**config.mk**
```make
export PLATFORM = sky130hd
export DESIGN_NAME = segment_color_averager
export DESIGN_NICKNAME = d
export VERILOG_FILES = /design/src/sv/sca_pkg.sv /design/src/sv/segment_color_averager.sv /design/src/sv/sca_div.sv /design/src/sv/sca_sum_mem.sv
export SDC_FILE = /design/constraint.sdc
export NUM_CORES = 2
export LEC_CHECK = 0
export BUFFER_PORTS_ARGS = -buffer_cell sky130_fd_sc_hd__buf_2
export CORE_MARGIN = 1
export CORE_UTILIZATION = 35
export DETAILED_ROUTE_END_ITERATION = 6
export PLACE_DENSITY = 0.49
export SLEW_MARGIN = 20
export SYNTH_ARGS = -nofsm -noshare
export SYNTH_HDL_FRONTEND = slang
export SYNTH_SLANG_ARGS = --single-unit
```
**constraint.sdc**
```tcl
create_clock -name clk -period 9.3 [get_ports clk]
set_input_delay 0.93 -clock clk [delete_from_list [all_inputs] [get_ports clk]]
set_output_delay 0.93 -clock clk [all_outputs]
set_load 0.05 [all_outputs]
```
**src/sv/sca_pkg.sv**
```systemverilog
`timescale 1ns / 1ps
package sca_pkg;

  // field and state widths
  localparam int SEGMENTS_DEF = 20;
  localparam int SEG_IDX_W    = 6;
  localparam int COLOR_W      = 8;
  localparam int SUM_W        = 32;
  localparam int COUNT_W      = 24;
  localparam int WORD_W       = 3 * SUM_W;
  localparam int COL_W        = 12;
  localparam int LINE_W       = 11;
  localparam int FW_W         = 13;
  localparam int FL_W         = 11;
  localparam int STEP_W       = 7;
  localparam int SW_W         = 13;
  localparam int CFG_IDX_W    = 3;
  localparam int CFG_DATA_W   = 13;

  // register reset values and limits
  localparam logic [FW_W-1:0]   FW_RST    = 13'd1920;
  localparam logic [FL_W-1:0]   FL_RST    = 11'd360;
  localparam logic [STEP_W-1:0] CSTEP_RST = 7'd4;
  localparam logic [STEP_W-1:0] RSTEP_RST = 7'd10;
  localparam logic [SW_W-1:0]   SW_RST    = 13'd96;
  localparam logic [FW_W-1:0]   MAX_WIDTH = 13'd4096;

  // register indexes
  typedef enum logic [CFG_IDX_W-1:0] {
    REG_FRAME_WIDTH,
    REG_FRAME_LINES,
    REG_COLUMN_STEP,
    REG_ROW_STEP,
    REG_SEGMENT_WIDTH
  } sca_reg_t;

  // controller states
  typedef enum logic [2:0] {
    ST_IDLE,
    ST_ACC,
    ST_DR_READ,
    ST_DR_START,
    ST_DR_WAIT,
    ST_RC_START,
    ST_RC_WAIT
  } sca_state_t;

  // sum memory command
  typedef struct packed {
    logic rd_en;
    logic wr_en;
    logic clr_en;
  } sca_mem_cmd_t;

endpackage

```
**src/sv/segment_color_averager.sv**
```systemverilog
`timescale 1ns / 1ps
// Segment color averager: raster pixel stream in, one average per segment out.
// Input channel (in_valid/in_ready) carries one pixel per request with its
// red, green and blue bytes and a start_of_frame flag that moves the position
// back to column 0, line 0. The block tracks column and line itself.
// A pixel that is not a sample is taken in ST_IDLE; for a sample ST_IDLE reads
// its segment entry in the sum memory and ST_ACC writes back the new sums.
// After the last pixel of a frame the block sends SEGMENTS result requests in
// segment order on out_valid/out_ready. Each result comes from the 32-step
// bit-serial dividers (one per color), which divide each sum by the segment 0
// sample count. Pixels are not taken while results are formed; the last
// result sits in the output register while pixels flow again.
// A stalled receiver holds the current result and stops the next one.
// Configuration requests (cfg_valid/cfg_ready, always ready) write one
// register; the next pixel then waits while the dividers recompute the
// sampling phases and segment of the current position.
// Reset loads the default register values, puts the position at column 0,
// line 0 and clears the sums at once through per-entry valid bits.
module segment_color_averager #(
  parameter int SEGMENTS = sca_pkg::SEGMENTS_DEF
) (
  input  logic                          clk,
  input  logic                          rst_n,
  input  logic                          in_valid,
  output logic                          in_ready,
  input  logic [sca_pkg::COLOR_W-1:0]    in_pixel_red,
  input  logic [sca_pkg::COLOR_W-1:0]    in_pixel_green,
  input  logic [sca_pkg::COLOR_W-1:0]    in_pixel_blue,
  input  logic                          in_start_of_frame,
  output logic                          out_valid,
  input  logic                          out_ready,
  output logic [sca_pkg::SEG_IDX_W-1:0]  out_segment_index,
  output logic [sca_pkg::COLOR_W-1:0]    out_red_average,
  output logic [sca_pkg::COLOR_W-1:0]    out_green_average,
  output logic [sca_pkg::COLOR_W-1:0]    out_blue_average,
  output logic                          out_last_segment,
  input  logic                          cfg_valid,
  output logic                          cfg_ready,
  input  logic [sca_pkg::CFG_IDX_W-1:0]  cfg_index,
  input  logic [sca_pkg::CFG_DATA_W-1:0] cfg_data
);
  import sca_pkg::*;

  localparam int SEG_AW = (SEGMENTS > 1) ? $clog2(SEGMENTS) : 1;
  localparam logic [SEG_AW-1:0] LAST_SEG = SEG_AW'(SEGMENTS - 1);

  // configuration registers
  logic [FW_W-1:0]   frame_width_r;
  logic [FL_W-1:0]   frame_lines_r;
  logic [STEP_W-1:0] column_step_r;
  logic [STEP_W-1:0] row_step_r;
  logic [SW_W-1:0]   segment_width_r;
  logic              cfg_fire;

  assign cfg_ready = 1'b1;
  assign cfg_fire  = cfg_valid & cfg_ready;

  always_ff @(posedge clk) begin
    if (!rst_n) begin
      frame_width_r   <= FW_RST;
      frame_lines_r   <= FL_RST;
      column_step_r   <= CSTEP_RST;
      row_step_r      <= RSTEP_RST;
      segment_width_r <= SW_RST;
    end else if (cfg_fire) begin
      case (cfg_index)
        REG_FRAME_WIDTH:   frame_width_r   <= cfg_data[FW_W-1:0];
        REG_FRAME_LINES:   frame_lines_r   <= cfg_data[FL_W-1:0];
        REG_COLUMN_STEP:   column_step_r   <= cfg_data[STEP_W-1:0];
        REG_ROW_STEP:      row_step_r      <= cfg_data[STEP_W-1:0];
        REG_SEGMENT_WIDTH: segment_width_r <= cfg_data[SW_W-1:0];
        default: ;
      endcase
    end
  end

  // effective values: zero acts as one, width capped
  logic [FW_W-1:0]   width_eff;
  logic [FL_W-1:0]   lines_eff;
  logic [STEP_W-1:0] cstep_eff;
  logic [STEP_W-1:0] rstep_eff;
  logic [SW_W-1:0]   swidth_eff;

  always_comb begin
    if (frame_width_r == '0) begin
      width_eff = FW_W'(1);
    end else if (frame_width_r > MAX_WIDTH) begin
      width_eff = MAX_WIDTH;
    end else begin
      width_eff = frame_width_r;
    end
    lines_eff  = (frame_lines_r == '0) ? FL_W'(1) : frame_lines_r;
    cstep_eff  = (column_step_r == '0) ? STEP_W'(1) : column_step_r;
    rstep_eff  = (row_step_r == '0) ? STEP_W'(1) : row_step_r;
    swidth_eff = (segment_width_r == '0) ? SW_W'(1) : segment_width_r;
  end

  // controller and position state
  sca_state_t        state_r, state_nxt;
  logic [COL_W-1:0]  col_r, col_nxt;
  logic [LINE_W-1:0] line_r, line_nxt;
  logic [STEP_W-1:0] col_ph_r, col_ph_nxt;
  logic [STEP_W-1:0] line_ph_r, line_ph_nxt;
  logic [COL_W-1:0]  off_r, off_nxt;
  logic [SEG_AW-1:0] seg_r, seg_nxt;
  logic              pend_r, pend_nxt;
  logic [COUNT_W-1:0] count_r, count_nxt;
  logic [SEG_AW-1:0] idx_r, idx_nxt;
  logic [SEG_AW-1:0] acc_seg_r, acc_seg_nxt;
  logic              fe_r, fe_nxt;
  logic              out_valid_r, out_valid_nxt;
  logic              out_load;
  logic              in_ready_c;

  // payload registers
  logic [COLOR_W-1:0]   px_red_r, px_green_r, px_blue_r;
  logic [SEG_IDX_W-1:0] out_idx_r;
  logic [COLOR_W-1:0]   out_red_r, out_green_r, out_blue_r;
  logic                 out_last_r;

  // memory and divider hookup
  sca_mem_cmd_t       mem_cmd;
  logic [SEG_AW-1:0]  rd_addr, wr_addr;
  logic [WORD_W-1:0]  wr_data, rd_data;
  logic               div_start;
  logic [2:0]         div_busy;
  logic               div_any_busy;
  logic [SUM_W-1:0]   div_dividend [3];
  logic [COUNT_W-1:0] div_divisor [3];
  logic [SUM_W-1:0]   div_quo [3];
  logic [COUNT_W-1:0] div_rem [3];

  assign div_any_busy = |div_busy;

  // position of the offered pixel after start of frame
  logic [COL_W-1:0]  cur_col;
  logic [LINE_W-1:0] cur_line;
  logic [STEP_W-1:0] cur_col_ph, cur_line_ph;
  logic [COL_W-1:0]  cur_off;
  logic [SEG_AW-1:0] cur_seg;
  logic              sample, line_end, frame_end;

  always_comb begin
    cur_col     = in_start_of_frame ? '0 : col_r;
    cur_line    = in_start_of_frame ? '0 : line_r;
    cur_col_ph  = in_start_of_frame ? '0 : col_ph_r;
    cur_line_ph = in_start_of_frame ? '0 : line_ph_r;
    cur_off     = in_start_of_frame ? '0 : off_r;
    cur_seg     = in_start_of_frame ? '0 : seg_r;
    sample      = (cur_col_ph == '0) && (cur_line_ph == '0);
    line_end    = ({1'b0, cur_col} + FW_W'(1)) >= width_eff;
    frame_end   = line_end && (({1'b0, cur_line} + (LINE_W+1)'(1)) >= {1'b0, lines_eff});
  end

  // sums plus the held pixel
  assign wr_data = {rd_data[WORD_W-1:2*SUM_W] + SUM_W'(px_red_r),
                    rd_data[2*SUM_W-1:SUM_W] + SUM_W'(px_green_r),
                    rd_data[SUM_W-1:0] + SUM_W'(px_blue_r)};

  // divider operands: position in ST_RC_START, sums over count otherwise
  always_comb begin
    if (state_r == ST_RC_START) begin
      div_dividend[0] = SUM_W'(col_r);
      div_divisor[0]  = COUNT_W'(cstep_eff);
      div_dividend[1] = SUM_W'(col_r);
      div_divisor[1]  = COUNT_W'(swidth_eff);
      div_dividend[2] = SUM_W'(line_r);
      div_divisor[2]  = COUNT_W'(rstep_eff);
    end else begin
      div_dividend[0] = rd_data[WORD_W-1:2*SUM_W];
      div_divisor[0]  = count_r;
      div_dividend[1] = rd_data[2*SUM_W-1:SUM_W];
      div_divisor[1]  = count_r;
      div_dividend[2] = rd_data[SUM_W-1:0];
      div_divisor[2]  = count_r;
    end
  end

  // next state and controls
  always_comb begin
    state_nxt   = state_r;
    col_nxt     = col_r;
    line_nxt    = line_r;
    col_ph_nxt  = col_ph_r;
    line_ph_nxt = line_ph_r;
    off_nxt     = off_r;
    seg_nxt     = seg_r;
    pend_nxt    = pend_r | cfg_fire;
    count_nxt   = count_r;
    idx_nxt     = idx_r;
    acc_seg_nxt = acc_seg_r;
    fe_nxt      = fe_r;
    mem_cmd     = '0;
    rd_addr     = idx_r;
    wr_addr     = acc_seg_r;
    div_start   = 1'b0;
    out_load    = 1'b0;
    in_ready_c  = 1'b0;
    case (state_r)
      ST_IDLE: begin
        if (pend_r) begin
          pend_nxt  = cfg_fire;
          state_nxt = ST_RC_START;
        end else begin
          in_ready_c = 1'b1;
          if (in_valid) begin
            // advance the position
            if (frame_end) begin
              col_nxt     = '0;
              line_nxt    = '0;
              col_ph_nxt  = '0;
              line_ph_nxt = '0;
              off_nxt     = '0;
              seg_nxt     = '0;
            end else if (line_end) begin
              col_nxt     = '0;
              col_ph_nxt  = '0;
              off_nxt     = '0;
              seg_nxt     = '0;
              line_nxt    = LINE_W'(cur_line + 1'b1);
              line_ph_nxt = (cur_line_ph == STEP_W'(rstep_eff - 1'b1)) ? '0 :
                            STEP_W'(cur_line_ph + 1'b1);
              seg_nxt     = '0;
            end else begin
              col_nxt     = COL_W'(cur_col + 1'b1);
              line_nxt    = cur_line;
              line_ph_nxt = cur_line_ph;
              col_ph_nxt  = (cur_col_ph == STEP_W'(cstep_eff - 1'b1)) ? '0 :
                            STEP_W'(cur_col_ph + 1'b1);
              if ({1'b0, cur_off} == SW_W'(swidth_eff - 1'b1)) begin
                off_nxt = '0;
                seg_nxt = (cur_seg == LAST_SEG) ? cur_seg : SEG_AW'(cur_seg + 1'b1);
              end else begin
                off_nxt = COL_W'(cur_off + 1'b1);
                seg_nxt = cur_seg;
              end
            end
            // samples go through the sum memory
            if (sample) begin
              mem_cmd.rd_en = 1'b1;
              rd_addr       = cur_seg;
              acc_seg_nxt   = cur_seg;
              fe_nxt        = frame_end;
              state_nxt     = ST_ACC;
            end else if (frame_end) begin
              idx_nxt   = '0;
              state_nxt = ST_DR_READ;
            end
          end
        end
      end
      ST_ACC: begin
        mem_cmd.wr_en = 1'b1;
        if (acc_seg_r == '0) begin
          count_nxt = COUNT_W'(count_r + 1'b1);
        end
        idx_nxt   = '0;
        state_nxt = fe_r ? ST_DR_READ : ST_IDLE;
      end
      ST_DR_READ: begin
        // read the entry and clear it for the next frame
        mem_cmd.rd_en  = 1'b1;
        mem_cmd.clr_en = 1'b1;
        state_nxt      = ST_DR_START;
      end
      ST_DR_START: begin
        div_start = 1'b1;
        state_nxt = ST_DR_WAIT;
      end
      ST_DR_WAIT: begin
        if (!div_any_busy && (!out_valid_r || out_ready)) begin
          out_load = 1'b1;
          if (idx_r == LAST_SEG) begin
            count_nxt = '0;
            state_nxt = ST_IDLE;
          end else begin
            idx_nxt   = SEG_AW'(idx_r + 1'b1);
            state_nxt = ST_DR_READ;
          end
        end
      end
      ST_RC_START: begin
        div_start = 1'b1;
        state_nxt = ST_RC_WAIT;
      end
      ST_RC_WAIT: begin
        // phases and segment of the current position
        if (!div_any_busy) begin
          col_ph_nxt  = div_rem[0][STEP_W-1:0];
          off_nxt     = div_rem[1][COL_W-1:0];
          seg_nxt     = (div_quo[1] > SUM_W'(SEGMENTS - 1)) ? LAST_SEG :
                        div_quo[1][SEG_AW-1:0];
          line_ph_nxt = div_rem[2][STEP_W-1:0];
          state_nxt   = ST_IDLE;
        end
      end
      default: begin
        state_nxt = ST_IDLE;
      end
    endcase
  end

  // output valid
  always_comb begin
    if (out_load) begin
      out_valid_nxt = 1'b1;
    end else if (out_ready) begin
      out_valid_nxt = 1'b0;
    end else begin
      out_valid_nxt = out_valid_r;
    end
  end

  // control registers
  always_ff @(posedge clk) begin
    if (!rst_n) begin
      state_r     <= ST_IDLE;
      col_r       <= '0;
      line_r      <= '0;
      col_ph_r    <= '0;
      line_ph_r   <= '0;
      off_r       <= '0;
      seg_r       <= '0;
      pend_r      <= 1'b0;
      count_r     <= '0;
      idx_r       <= '0;
      acc_seg_r   <= '0;
      fe_r        <= 1'b0;
      out_valid_r <= 1'b0;
    end else begin
      state_r     <= state_nxt;
      col_r       <= col_nxt;
      line_r      <= line_nxt;
      col_ph_r    <= col_ph_nxt;
      line_ph_r   <= line_ph_nxt;
      off_r       <= off_nxt;
      seg_r       <= seg_nxt;
      pend_r      <= pend_nxt;
      count_r     <= count_nxt;
      idx_r       <= idx_nxt;
      acc_seg_r   <= acc_seg_nxt;
      fe_r        <= fe_nxt;
      out_valid_r <= out_valid_nxt;
    end
  end

  // saturated average, zero for an empty count
  function automatic logic [COLOR_W-1:0] sat_avg(input logic [SUM_W-1:0] quo,
                                                 input logic [COUNT_W-1:0] cnt);
    logic [COLOR_W-1:0] res;
    if (cnt == '0) begin
      res = '0;
    end else if (|quo[SUM_W-1:COLOR_W]) begin
      res = '1;
    end else begin
      res = quo[COLOR_W-1:0];
    end
    return res;
  endfunction

  // pixel and result payload
  always_ff @(posedge clk) begin
    if (in_valid && in_ready_c) begin
      px_red_r   <= in_pixel_red;
      px_green_r <= in_pixel_green;
      px_blue_r  <= in_pixel_blue;
    end
    if (out_load) begin
      out_idx_r   <= SEG_IDX_W'(idx_r);
      out_red_r   <= sat_avg(div_quo[0], count_r);
      out_green_r <= sat_avg(div_quo[1], count_r);
      out_blue_r  <= sat_avg(div_quo[2], count_r);
      out_last_r  <= (idx_r == LAST_SEG);
    end
  end

  sca_sum_mem #(
    .SEGMENTS (SEGMENTS),
    .SEG_AW   (SEG_AW)
  ) u_mem (
    .clk     (clk),
    .rst_n   (rst_n),
    .cmd     (mem_cmd),
    .rd_addr (rd_addr),
    .wr_addr (wr_addr),
    .wr_data (wr_data),
    .rd_data (rd_data)
  );

  // one divider per color, shared with position recompute
  for (genvar g = 0; g < 3; g++) begin : g_div
    sca_div u_div (
      .clk       (clk),
      .rst_n     (rst_n),
      .start     (div_start),
      .dividend  (div_dividend[g]),
      .divisor   (div_divisor[g]),
      .busy      (div_busy[g]),
      .quotient  (div_quo[g]),
      .remainder (div_rem[g])
    );
  end

  assign in_ready          = in_ready_c;
  assign out_valid         = out_valid_r;
  assign out_segment_index = out_idx_r;
  assign out_red_average   = out_red_r;
  assign out_green_average = out_green_r;
  assign out_blue_average  = out_blue_r;
  assign out_last_segment  = out_last_r;

endmodule

```
**src/sv/sca_div.sv**
```systemverilog
`timescale 1ns / 1ps
module sca_div (
  input  logic                       clk,
  input  logic                       rst_n,
  input  logic                       start,
  input  logic [sca_pkg::SUM_W-1:0]   dividend,
  input  logic [sca_pkg::COUNT_W-1:0] divisor,
  output logic                       busy,
  output logic [sca_pkg::SUM_W-1:0]   quotient,
  output logic [sca_pkg::COUNT_W-1:0] remainder
);
  import sca_pkg::*;

  localparam int CNT_W = $clog2(SUM_W);
  localparam logic [CNT_W-1:0] LAST_STEP = CNT_W'(SUM_W - 1);

  logic                busy_r;
  logic [CNT_W-1:0]    cnt_r;
  logic [SUM_W-1:0]    quo_r, quo_nxt;
  logic [COUNT_W-1:0]  rem_r, rem_nxt;
  logic [COUNT_W-1:0]  dvs_r;
  logic [COUNT_W:0]    shifted;
  logic [COUNT_W:0]    diff;

  // one restoring step: shift in the next dividend bit and try a subtract
  always_comb begin
    shifted = {rem_r, quo_r[SUM_W-1]};
    diff    = shifted - {1'b0, dvs_r};
    if (shifted >= {1'b0, dvs_r}) begin
      rem_nxt = diff[COUNT_W-1:0];
      quo_nxt = {quo_r[SUM_W-2:0], 1'b1};
    end else begin
      rem_nxt = shifted[COUNT_W-1:0];
      quo_nxt = {quo_r[SUM_W-2:0], 1'b0};
    end
  end

  // step counter
  always_ff @(posedge clk) begin
    if (!rst_n) begin
      busy_r <= 1'b0;
      cnt_r  <= '0;
    end else if (start) begin
      busy_r <= 1'b1;
      cnt_r  <= '0;
    end else if (busy_r) begin
      cnt_r <= cnt_r + 1'b1;
      if (cnt_r == LAST_STEP) begin
        busy_r <= 1'b0;
      end
    end
  end

  // operand and partial result registers
  always_ff @(posedge clk) begin
    if (start) begin
      quo_r <= dividend;
      rem_r <= '0;
      dvs_r <= divisor;
    end else if (busy_r) begin
      quo_r <= quo_nxt;
      rem_r <= rem_nxt;
    end
  end

  assign busy      = busy_r;
  assign quotient  = quo_r;
  assign remainder = rem_r;

endmodule

```
**src/sv/sca_sum_mem.sv**
```systemverilog
`timescale 1ns / 1ps
module sca_sum_mem #(
  parameter int SEGMENTS = sca_pkg::SEGMENTS_DEF,
  parameter int SEG_AW   = 5
) (
  input  logic                       clk,
  input  logic                       rst_n,
  input  sca_pkg::sca_mem_cmd_t       cmd,
  input  logic [SEG_AW-1:0]           rd_addr,
  input  logic [SEG_AW-1:0]           wr_addr,
  input  logic [sca_pkg::WORD_W-1:0]  wr_data,
  output logic [sca_pkg::WORD_W-1:0]  rd_data
);
  import sca_pkg::*;

  logic [WORD_W-1:0]   mem [SEGMENTS];
  logic [SEGMENTS-1:0] valid_r;
  logic [WORD_W-1:0]   rd_word_r;
  logic                rd_valid_r;

  // entry valid bits, an invalid entry reads as zero
  always_ff @(posedge clk) begin
    if (!rst_n) begin
      valid_r    <= '0;
      rd_valid_r <= 1'b0;
    end else begin
      if (cmd.rd_en) begin
        rd_valid_r <= valid_r[rd_addr];
      end
      if (cmd.wr_en) begin
        valid_r[wr_addr] <= 1'b1;
      end
      if (cmd.clr_en) begin
        valid_r[rd_addr] <= 1'b0;
      end
    end
  end

  // storage and registered read port
  always_ff @(posedge clk) begin
    if (cmd.wr_en) begin
      mem[wr_addr] <= wr_data;
    end
    if (cmd.rd_en) begin
      rd_word_r <= mem[rd_addr];
    end
  end

  assign rd_data = rd_valid_r ? rd_word_r : '0;

endmodule

```
======== Yosys cells after proc, flatten, opt, wreduce, memory -nomap -nowiden ========
Memories as Yosys holds them, arrays and structs flattened. A register that Yosys moved wholly into a read port is not among the register bits.
Cells that the tools add are included.
storage, ports and cells
  bits in registers ....................... 461
  memory bits (writable) .................. 1920
  memories kept ........................... 1
  word-level logic and storage cells ...... 281
cells by class
  reduce and logical (&&, ||, !) cells .... 44
  bitwise logic cells ..................... 6
  muxes and demuxes ....................... 123
  add/subtract/negate cells ............... 22
  eq/ne operators ......................... 29
  magnitude comparators ................... 11
memory list
  memory     words  bits a word  read ports  clocked after Yosys merged registers in  wr ports  RTL line           text
  u_mem.mem  20     96           1           1                                        1         sca_sum_mem.sv:16  logic [WORD_W-1:0] mem [SEGMENTS];
operators by type and width
  cell                                                                              count
  32-bit 2-to-1 mux                                                                 6
  96-bit 2-to-1 mux                                                                 2
  24-bit 2-to-1 mux                                                                 6
  12-bit 2-to-1 mux                                                                 10
  7-bit 2-to-1 mux                                                                  16
  32-bit by 8-bit adder with 32-bit output                                          3
  5-bit 2-to-1 mux                                                                  19
  25-bit by 24-bit >= comparator with 1-bit output                                  3
  24-bit OR reduction                                                               3
  24-bit subtractor                                                                 3
  20-bit 2-to-1 mux                                                                 3
  55-bit 2-to-1 mux                                                                 1
  24-bit one-hot mux with 2 select lines                                            1
  11-bit 2-to-1 mux                                                                 4
  13-bit 2-to-1 mux                                                                 3
  32-bit by 5-bit greater-than comparator with 1-bit output, second input constant  1
  1-bit 2-to-1 mux                                                                  31
  7-bit zero test                                                                   4
  7-bit one-hot mux with 2 select lines                                             2
  13-bit zero test                                                                  2
  5-bit by 1-bit adder with 5-bit output, second input constant                     5
  5-bit == test, second input constant                                              5
  12-bit by 1-bit adder with 12-bit output, second input constant                   2
  24-bit by 1-bit adder with 24-bit output, second input constant                   1
  49 further kinds                                                                  99

======== Depth between registers and ports, before layout ========
  word-level depth ........................ 14
  mapped depth ............................ 23

======== Modules after synthesis ========
From an unflattened synthesis, not the netlist that was laid out.
unflattened totals
  cells, all modules ...................... 6695
  area, all modules ....................... 106475.9 um^2
modules (own cells, without submodules)
  module                  times used  area each (um^2)  cells an instance  seq. area each (um^2)
  sca_sum_mem             1           77495.6           3463               60958.5
  segment_color_averager  1           14754.2           1969               4524.3
  sca_div                 3           4742.0            421                2282.2

======== Worst setup path after synthesis ========
Ideal clock, no wire load.
  path type ............................... input-to-reg
  start point ............................. input in_start_of_frame
  end point ............................... register u_mem.rd_valid_r
  required time ........................... 9.219 ns
  path slack .............................. 3.377 ns
  setup time .............................. 0.081 ns
  stages on the path ...................... 14
  arrival time ............................ 5.842 ns
  buffers on the path ..................... 5
  path through ............................ clkbuf_1 > inv_1 > clkbuf_1 > buf_1 > nand2_1 > ha_1 > or4bb_1 > o31ai_4 > nand2_2 > clkbuf_1 > clkbuf_1 > nand2_1 > o21ai_0 > a31oi_1
RTL lines
  what                    RTL line                      text
  start: declaration      segment_color_averager.sv:29  input logic in_start_of_frame,
  end signal: assignment  sca_sum_mem.sv:28             rd_valid_r <= valid_r[rd_addr];
  end: declaration        sca_sum_mem.sv:19             logic rd_valid_r;

======== Worst setup path after layout ========
  start point ............................. register u_mem.rd_valid_r
  end point ............................... memory u_mem.mem[8][90] (netlist name), data pin
between the ends
  word-level cells in the longest chain between the ends .. 2
RTL lines
  what                                      RTL line                       text
  96-bit 2-to-1 mux                         sca_sum_mem.sv:49              assign rd_data = rd_valid_r ? rd_word_r : '0;
  32-bit by 8-bit adder with 32-bit output  segment_color_averager.sv:156  assign wr_data = {rd_data[WORD_W-1:2*SUM_W] + SUM_W'(px_red_r),
  net u_mem.wr_data, one bit                sca_sum_mem.sv:11              input logic [sca_pkg::WORD_W-1:0] wr_data,
  end: declaration                          sca_sum_mem.sv:16
The timed path passes the listed nets, and every way through them passes these cells.

==> impl_metrics.tcl <==
set metrics [dict create \
    outcome "finished clean" \
    synth-compound-area-share_pct 10.5 \
    final.setup_skew_ns 0.0499 \
    postSynthAreaPerCell_sq_um 12.5 \
    routed_via_density 5.67 \
    r2r_end "u_mem.mem[8][90]" \
    antenna_found_initial 8 \
    slew_violations 0 \
    dp_cells 12159 \
    fin_crit_ns 5.99 \
    synthTopCellsByCount "edfxtp_1 (2210), nand2_1 (1597), nand3_1 (525)" \
    cts_buffers 283 \
    cts.repair.resized 0 \
    synthMuxAreaShare_pct 3.11 \
    syn_to_final_growth_pct 13.7 \
    nFillCells 28203 \
    p_leak_nw 40.3 \
    hold_slack_ns 0.196 \
    cts_buffer_depth 4 \
    synth-seq-cells 2466 \
    grt_pass1_vias 68879 \
    powerDensity_nw_per_um2 271 \
    vias 71852 \
    cts_hold_buf 0 \
    rsz0062_at_grt "no" \
    htreeDepth 5 \
    hpwl_microns 175000 \
    clk_pin_slew_ns 0.06 \
    grt-ovfl-total 0 \
    synth_cell_types 90 \
    post-route-period-util_pct 64.4 \
    drt_iter0_markers 7271 \
    final.setup.tns_ns 0 \
    synth_edf_count 2210 \
    hold_path_class "in -> reg" \
    synthSimpleGateAreaFrac_pct 13.1 \
    wl_met3_microns 21700 \
    drc_errors 0 \
    synth-main-ff-cell "edfxtp_1" \
    required_ns 9.88 \
    worst_slack_ns 3.31 \
    core_sq_um 300000 \
    die_w_microns 552 \
    start_kind "flop" \
    gp_congestion 0.818 \
    synth_top_family_by_area "simple AND/OR/NAND/NOR gates" \
    synth.most_common_cell "edfxtp_1" \
    yosys-top-cells-area "edfxtp_1 (63%), nand2_1 (5.7%), dfxtp_1 (4.8%), mux2i_1 (3.0%), nand3_1 (2.5%)" \
    cts_tree "built" \
    ys_warn_count 0 \
    grt_start_max_net_pins 154 \
    multi_input_area_sq_um 31900 \
    ant_nets 0 \
    drt_wl_total_microns 335000 \
    place_ws_ns 3.10 \
    worst_pin_slew_ns 1.25 \
    worstPathMaxFanout 20 \
    max_cap_viol_count 0 \
    register_area_sq_um 71500 \
    synth_adder_area_share_pct 1.77 \
    wl_per_cell_microns 26.5 \
    io_buffer_count 77 \
    setup_viol 0 \
    postCtsSetupBuffers 0 \
    endpoint "u_mem.mem[8][90]" \
    yosysTopAreaCell "edfxtp_1" \
    cp.arrival_ns 6.56 \
    layout-drive-gt1-share_pct 8.99 \
    worst_setup_path_end_kind "flop" \
    synth.cell_area_sq_um 106000 \
    clk_latency_ns 0.91 \
    drt-met1-wl_microns 148000 \
    first_pass_iters 6 \
    initial_core_util_pct 35.3 \
    grt.total_usage_pct 21.5 \
    clock_sinks 2466 \
    die_h_microns 552 \
    num_io_pins 80 \
    ys_seq_area_share_pct 67.5 \
    syn_inst 8463 \
    rows 201 \
    ir_drop_uv 176 \
    grt_pass1_wl_microns 484000 \
    slew_headroom_pct 16.6 \
    rrSetupSlack_ns 3.31 \
    timing.rr.start "u_mem.rd_valid_r" \
    finalHoldViolCount 0 \
    rr_worst_depth 14 \
    die_area_sq_um 305000 \
    synth_top_cell_area_share_pct 62.7 \
    fin_nets 8679 \
    synth_xor_xnor_area_share_pct 1.26 \
    final_cells 12662 \
    synth_nets 8655 \
    met2_length_microns 159000 \
    crit_start "u_mem.rd_valid_r" \
    root_buffer "clkbuf_16" \
    crit_type "reg -> reg" \
    routed.top_layer "met4" \
    max_freq_mhz 167 \
    async_flop_share_pct 0 \
]
area by class of cell:
type | count | area share (%)
Sequential cell | 2466 | 59.4
Tap cell | 3958 | 4.12
Clock buffer | 359 | 6.21
Timing Repair Buffer | 293 | 2.03
Clock inverter | 140 | 1.24
Inverter | 158 | 0.499
Multi-Input combinational cell | 5285 | 26.5
Antenna cell | 3 | 0.00624
logic make-up after synthesis:
kind of cell,count (synthesis)
adder cells (fa/ha/maj),146
buffers and inverters,712
AO/OA/AOI/OAI,1609
multiplexers,328
flip-flops,2466
other,2
XOR/XNOR,151
AND/OR/NAND/NOR,3049
critical path, stage by stage, from the launching register on:
cell	delay, ns
dfxtp_4	0.60
buf_4	0.40
and2_1	0.54
ha_1	0.31
inv_1	0.07
fa_1	0.51
nor2b_1	0.17
o21ai_0	0.18
a21boi_0	0.34
o21ai_0	0.19
a21boi_0	0.32
o21ai_0	0.14
buf_4	0.23
a2111oi_0	0.86
mux2i_4	0.74
sequential cells by signal, summed over array words and instances (netlist names), 11 cells and up:
name and flops:
frame_lines_r 11, g_div.u_div.quotient 96, g_div.u_div.cnt_r 15, g_div.u_div.dvs_r 44, segment_width_r 13, col_r 12
u_mem.rd_word_r 96, off_r 12, u_mem.mem 1920, g_div.u_div.remainder 72, count_r 24, u_mem.valid_r 20
line_r 11, frame_width_r 13
layout by cell type (no fill, tap or decap), types with 67 or more instances in the layout:
master,synthesis,routed
nand2_1,1597,1595
inv_1,155,153
a222oi_1,83,83
clkbuf_1,373,67
nand3_1,525,525
dfxtp_1,256,255
mux2i_1,321,320
clkbuf_16,0,284
edfxtp_1,2210,2210
ha_1,140,140
a211oi_1,203,203
a21oi_1,257,250
o21ai_1,82,84
o21ai_0,228,226
xnor2_1,96,94
a31oi_1,238,238
and3_1,225,225
buf_4,13,182
buf_2,133,77
nor3_1,75,73
nor2_1,264,234
a311oi_1,180,180
worst min path at each step:
stage	startpoint	to	slack, ns	depth (start not counted)
4_1_cts	in_pixel_green[6]	px_green_r[6]	0.11	1
3_3_place_gp	g_div[1].u_div.remainder[23]	g_div[1].u_div.remainder[23]	0.44	2
3_5_place_dp	g_div[1].u_div.remainder[23]	g_div[1].u_div.remainder[23]	0.45	2
2_1_floorplan	idx_r[2]	out_segment_index[2]	0.41	0
5_1_grt	in_pixel_green[6]	px_green_r[6]	0.16	1
6_report	in_pixel_green[6]	px_green_r[6]	0.20	1
metal layers:
layer | GRT usage [%] | vias up
met5 | 0 | -
met4 | 5.41 | 0
met3 | 2.71 | 422
met2 | 35.6 | 2580
met1 | 30.0 | 36727
li1 | - | 32123
where the power goes:
group	internal (mW)	switching (mW)	leakage [nW]
Sequential	13.8	0.743	22.3
Combinational	2.27	4.83	13.6
Clock	6.25	4.65	4.35
through the flow:
| step | cell area (sq um) | power [mW] | util, % |
|---|---|---|---|
| after floorplan | 106000 | 19.2 | - |
| after global placement | 111000 | 21.8 | 37.0 |
| after detailed placement | 111000 | 21.9 | 37.1 |
| after CTS | 120000 | 32.9 | 40.0 |
| after global routing | 120000 | 34.0 | 40.1 |
| final | 120000 | 32.6 | 40.1 |
Power figures use the tool's default switching activity.
